--- src/hdl/tshc_pkg.sv ---
// ----------------------------------------------------------------------------
// tshc_pkg
// shared types and constants of the strip hit clustering block
// ----------------------------------------------------------------------------
package tshc_pkg;

  // fixed field widths
  localparam int StripW   = 11;
  localparam int ReqClkW  = 10;
  localparam int TimeW    = 28;
  localparam int PwW      = 10;
  localparam int GainW    = 16;
  localparam int OffW     = 20;
  localparam int SiuW     = 12;
  localparam int CfgIdxW  = 3;
  localparam int CfgDataW = 20;
  localparam int InDataW  = 24;
  localparam int OutDataW = 56;
  localparam int OutPadW  = OutDataW - (1 + StripW + TimeW + PwW);

  localparam logic [TimeW-1:0] TIME_MAX = '1;

  // register reset values
  localparam logic [SiuW-1:0] STRIPS_IN_USE_RST  = 12'd384;
  localparam logic [OffW-1:0] ANODE_OFFSET_RST   = 20'd84539;
  localparam logic [GainW-1:0] ANODE_GAIN_RST    = 16'd28373;
  localparam logic [OffW-1:0] CATHODE_OFFSET_RST = 20'd45717;
  localparam logic [GainW-1:0] CATHODE_GAIN_RST  = 16'd27391;

  typedef enum logic [CfgIdxW-1:0] {
    CFG_STRIPS_IN_USE  = 3'd0,
    CFG_ANODE_OFFSET   = 3'd1,
    CFG_ANODE_GAIN     = 3'd2,
    CFG_CATHODE_OFFSET = 3'd3,
    CFG_CATHODE_GAIN   = 3'd4
  } cfg_reg_t;

  typedef enum logic {
    REQ_HIT   = 1'b0,
    REQ_FLUSH = 1'b1
  } req_t;

  typedef enum logic {
    CAUSE_GAP   = 1'b0,
    CAUSE_FLUSH = 1'b1
  } cause_t;

  // identity of a closed pulse, carried along the time pipeline
  typedef struct packed {
    cause_t            cause;
    logic [StripW-1:0] strip;
    logic              side;
  } pulse_tag_t;

endpackage

--- src/hdl/tshc_time.sv ---
// ----------------------------------------------------------------------------
// tshc_time
// time-walk correction pipeline and output register
// ----------------------------------------------------------------------------
module tshc_time
  import tshc_pkg::*;
#(
  parameter int CLOCK_BITS = 10
) (
  input  logic                  clk,
  input  logic                  rst_n,
  input  logic                  in_valid,
  output logic                  in_ready,
  input  pulse_tag_t            tag,
  input  logic [CLOCK_BITS-1:0] first,
  input  logic [CLOCK_BITS-1:0] width,
  input  logic [GainW-1:0]      gain,
  input  logic [OffW-1:0]       offset,
  output logic                  out_tvalid,
  input  logic                  out_tready,
  output logic [OutDataW-1:0]   out_tdata,
  output logic                  out_tuser
);

  localparam int PW = CLOCK_BITS + GainW;
  localparam int BW = CLOCK_BITS + 17;
  localparam int SW = (CLOCK_BITS + 18 > TimeW + 1) ? CLOCK_BITS + 18 : TimeW + 1;

  logic             a_valid_r;
  pulse_tag_t       a_tag_r;
  logic [PW-1:0]    a_prod_r;
  logic [BW-1:0]    a_base_r;
  logic [PwW-1:0]   a_pw_r;

  logic             o_valid_r;
  pulse_tag_t       o_tag_r;
  logic [TimeW-1:0] o_time_r;
  logic [PwW-1:0]   o_pw_r;

  logic             o_rdy;
  logic             a_rdy;
  logic [SW-1:0]    sum;
  logic [TimeW-1:0] time_nxt;

  assign o_rdy    = !o_valid_r || out_tready;
  assign a_rdy    = !a_valid_r || o_rdy;
  assign in_ready = a_rdy;

  always_ff @(posedge clk) begin
    if (!rst_n) begin
      a_valid_r <= 1'b0;
      o_valid_r <= 1'b0;
    end else begin
      if (a_rdy) begin
        a_valid_r <= in_valid;
      end
      if (o_rdy) begin
        o_valid_r <= a_valid_r;
      end
    end
  end

  // product and base in one stage, sum and clamp in the next
  always_ff @(posedge clk) begin
    if (a_rdy && in_valid) begin
      a_tag_r  <= tag;
      a_prod_r <= PW'(gain) * PW'(width);
      a_base_r <= BW'({first, 16'b0}) + BW'(offset);
      a_pw_r   <= PwW'(width);
    end
  end

  assign sum      = SW'(a_base_r) + SW'(a_prod_r);
  assign time_nxt = (sum > SW'(TIME_MAX)) ? TIME_MAX : TimeW'(sum);

  always_ff @(posedge clk) begin
    if (o_rdy && a_valid_r) begin
      o_tag_r  <= a_tag_r;
      o_time_r <= time_nxt;
      o_pw_r   <= a_pw_r;
    end
  end

  assign out_tvalid = o_valid_r;
  assign out_tdata  = {{OutPadW{1'b0}}, o_pw_r, o_time_r, o_tag_r.strip, o_tag_r.side};
  assign out_tuser  = o_tag_r.cause;

endmodule

--- config.mk ---
export PLATFORM = sky130hd
export DESIGN_NAME = tshc_time
export DESIGN_NICKNAME = d
export VERILOG_FILES = /design/src/hdl/tshc_pkg.sv /design/src/hdl/tshc_time.sv
export SDC_FILE = /design/constraint.sdc
export NUM_CORES = 1
export LEC_CHECK = 0
export BUFFER_PORTS_ARGS = -buffer_cell sky130_fd_sc_hd__buf_2
export CAP_MARGIN = 20
export CORE_MARGIN = 2
export CORE_UTILIZATION = 35
export CTS_BUF_LIST = sky130_fd_sc_hd__clkbuf_4 sky130_fd_sc_hd__clkbuf_8
export DETAILED_ROUTE_END_ITERATION = 6
export GPL_ROUTABILITY_DRIVEN = 0
export HOLD_SLACK_MARGIN = 0.08
export SETUP_SLACK_MARGIN = 0.05
export SLEW_MARGIN = 25
export SYNTH_ARGS = -nofsm -noshare
export SYNTH_HDL_FRONTEND = slang
export SYNTH_SLANG_ARGS = --single-unit
--- constraint.sdc ---
create_clock -name clk -period 5.8 [get_ports clk]
set_input_delay 0 -clock clk [delete_from_list [all_inputs] [get_ports clk]]
set_output_delay 0 -clock clk [all_outputs]
set_load 0.01 [all_outputs]
==> impl_metrics.json <==
{
  "finalSetupViolCount": 0,
  "path_class": "input port to register",
  "synth-edff-count": 127,
  "drt_iter0_drc": 460,
  "clk-insertion-delay-late_ns": 0.44,
  "fmax_mhz": 185.1,
  "status": "completed",
  "post_dp_cell_area_um2": 11680,
  "cts_setup_buffers": 0,
  "synth.most_common_cell": "inv_1",
  "synth_commonest_cells": "inv_1 (130), edfxtp_1 (127), fa_1 (112)",
  "dp_cells": 1466,
  "cts_made_buffers": 17,
  "initial_core_util_pct": 35.33,
  "ys_ff_latch": 129,
  "grt_max_degree": 67,
  "async_flop_share_pct": 0,
  "syn_area_um2": 10720,
  "critPathMostFrequentCell": "fa_1",
  "cp.required_ns": 5.99,
  "grt_use_total_pct": 15.06,
  "gr-total-overflow": 0,
  "core-area_um2": 30350,
  "ant_nets": 0,
  "path_buf_inv": 5,
  "synth_fa_ha_area_share_pct": 31.53,
  "min_period_ns": 5.402,
  "start_kind": "input port",
  "synth_area_leaders": "edfxtp_1 (36%), fa_1 (21%), ha_1 (11%)",
  "hpwlAfterDp_um": 17530,
  "antenna_found_initial": 0,
  "synth_area_leader_cell": "edfxtp_1",
  "layout-drive-gt1-share_pct": 13.81,
  "synth_compound_area_share_pct": 9.393,
  "synthSimpleGateAreaFrac_pct": 12.66,
  "cts_hold_buf": 59,
  "cts_tree": "yes",
  "die_h_um": 179.0,
  "vias": 7364,
  "num_io_pins": 132,
  "fin_crit_sh_pct": 93.14,
  "netlist_instances": 980,
  "end_kind": "register",
  "rsz0062_at_grt": "false",
  "nets": 1424,
  "critPathMaxFanout": 17,
  "final.setup.tns_ns": 0,
  "synth_top_area_share_pct": 35.57,
  "yosys-mux-area-fraction_pct": 0,
  "arrival_ns": 5.59,
  "clockBufferDepth": 2,
  "hold_viol": 0,
  "max_slew_margin_pct": 41.55,
  "finalClockSkew_ns": 0.01219,
  "yosys.cell_types.count": 55,
  "slew_viol_final": 0,
  "synthXorXnorAreaFrac_pct": 3.921,
  "n_antenna_cell": 0,
  "synth_ff_type": "edfxtp_1",
  "placement_rows": 64,
  "crit_family": "adder cells",
  "drv_cap": 0,
  "synth-seq-area-share_pct": 35.94,
  "dieArea_um2": 32050,
  "first_global_vias": 7649,
  "power_mw": 5.673,
  "synth_top_family_by_area": "adder cells",
  "power.density_nw_per_um2": 450.1,
  "cts.sinks": 129,
  "io_buffers": 125,
  "path_clk_slew_ns": 0.07,
  "yosysWarnings": 0,
  "wl_per_cell_um": 14.47,
  "cts_max_level": 4,
  "worstMarginPinSlew_ns": 0.8767,
  "cp_slowest_cell": "fa_1",
  "r2r_setup_slack_ns": 2.90,
  "dr.pass1.iters": 5,
  "hp-class": "input port to register",
  "cts_resized": 0,
  "ir_worst_vdd_uv": 244.4,
  "cpPeakStageDelay_ns": 0.56,
  "drc": 0,
  "synthToLayoutAreaGrowth_pct": 17.55,
  "final_cell_area_um2": 12600,
  "cts-root-buf": "clkbuf_8",
  "syn_avg_cell_area_um2": 10.94,
  "instances_no_fill": 1555,
  "routed_wl_um": 22510,
  "p_leak_nw": 5.834,
  "via_per_inst": 4.736,
  "fp.dieW_um": 179.0,
  "path_cells": "dlygate4sd3_1 > buf_2 > nand2_1 > fa_1 > inv_1 > fa_1 > fa_1 > fa_1 > inv_1 > fa_1 > inv_1 > ha_1 > and3_1 > and2_1 > o21ai_0 > a21oi_1 > a221oi_1 > o21bai_1 > xor2_1",
  "grt_pass1_wl_um": 37890
}
[cells in the final DEF, fill, tap and decap left out, types with 4 or more instances in the layout]
master,instances
a21o_1,31
a211oi_1,7
o21ai_1,11
clkinv_2,4
buf_2,125
nand4_1,8
conb_1,6
o21a_1,9
clkbuf_8,17
nor2_1,23
and3_1,14
a31oi_1,8
o21ai_0,10
ha_1,91
o21bai_1,6
nor3_1,10
fa_1,112
nand2b_1,5
edfxtp_1,127
clkbuf_4,5
nand3_1,10
xnor2_1,28
and2_1,77
a21oi_1,45
inv_1,130
nand2_1,110
o31ai_1,4
dlygate4sd3_1,59
nor2b_1,7
xor2_1,20
[power by group]
| part | leakage, nW | internal (mW) | switching, mW |
|---|---|---|---|
| Combinational | 4.41 | 1.51 | 2.04 |
| Sequential | 1.24 | 1.39 | 0.0511 |
| Clock | 0.182 | 0.351 | 0.329 |
| Total | 5.83 | 3.25 | 2.42 |
[layout make-up]
| class | count | area (um^2) |
|---|---|---|
| Timing Repair Buffer | 186 | 1231 |
| Sequential cell | 129 | 3854 |
| Clock inverter | 8 | 66.31 |
| Multi-Input combinational cell | 684 | 6198 |
| Tap cell | 396 | 495.5 |
| Inverter | 130 | 488.0 |
| Clock buffer | 22 | 271.5 |
| Fill cell | 2947 | 17740 |
[worst register-to-register path, cell delays in order, from the launching register on]
cell and delay [ns]:
edfxtp_1 0.43, ha_1 0.33, a211oi_1 0.30, o21ai_1 0.17
a21oi_2 0.27, o31ai_1 0.15, a221o_1 0.43, or4_1 0.43
and4_1 0.17
[final timing paths]
kind / start / cells after the start / endpoint
max: width[3] / 19 / a_prod_r[22]
min: offset[17] / 4 / a_base_r[17]
max reg2reg: a_prod_r[1] / 8 / o_time_r[25]
min reg2reg: a_tag_r[7] / 0 / out_tdata[7]
[registers in the layout (all words and copies together), names as in the netlist]
| name | cells |
|---|---|
| a_base_r | 27 |
| a_prod_r | 26 |
| a_pw_r | 10 |
| a_tag_r | 13 |
| a_valid_r | 1 |
| o_pw_r | 10 |
| o_time_r | 28 |
| out_tdata | 12 |
| out_tuser | 1 |
| out_tvalid | 1 |
[through the flow]
stage / hold slack [ns] / worst slack (ns) / util (%)
2_1_floorplan: 0.09887 / 0.8610 / -
3_3_place_gp: 0.1773 / 0.6117 / 38.47
3_5_place_dp: 0.1781 / 0.5121 / 38.47
4_1_cts: 0.09181 / 0.4574 / 41.53
5_1_grt: 0.09926 / 0.08562 / 41.53
6_report: 0.1308 / 0.3980 / 41.53
[cells by family after synthesis]
kind of cell / Yosys count
AOI/OAI and AO/OA: 154
xor gates and xnor gates: 48
adders and majority gates: 203
buffers and inverters: 172
DFF: 129
other: 1
and+or+nand+nor: 273
[per-layer routing]
metal / GRT usage, % / part of all wire, %
met4: 4.404 / 1.1
met2: 24.20 / 46
met1: 20.81 / 49
met5: 0 / 0
met3: 2.672 / 3.9
(Power assumes the default switching activity.)
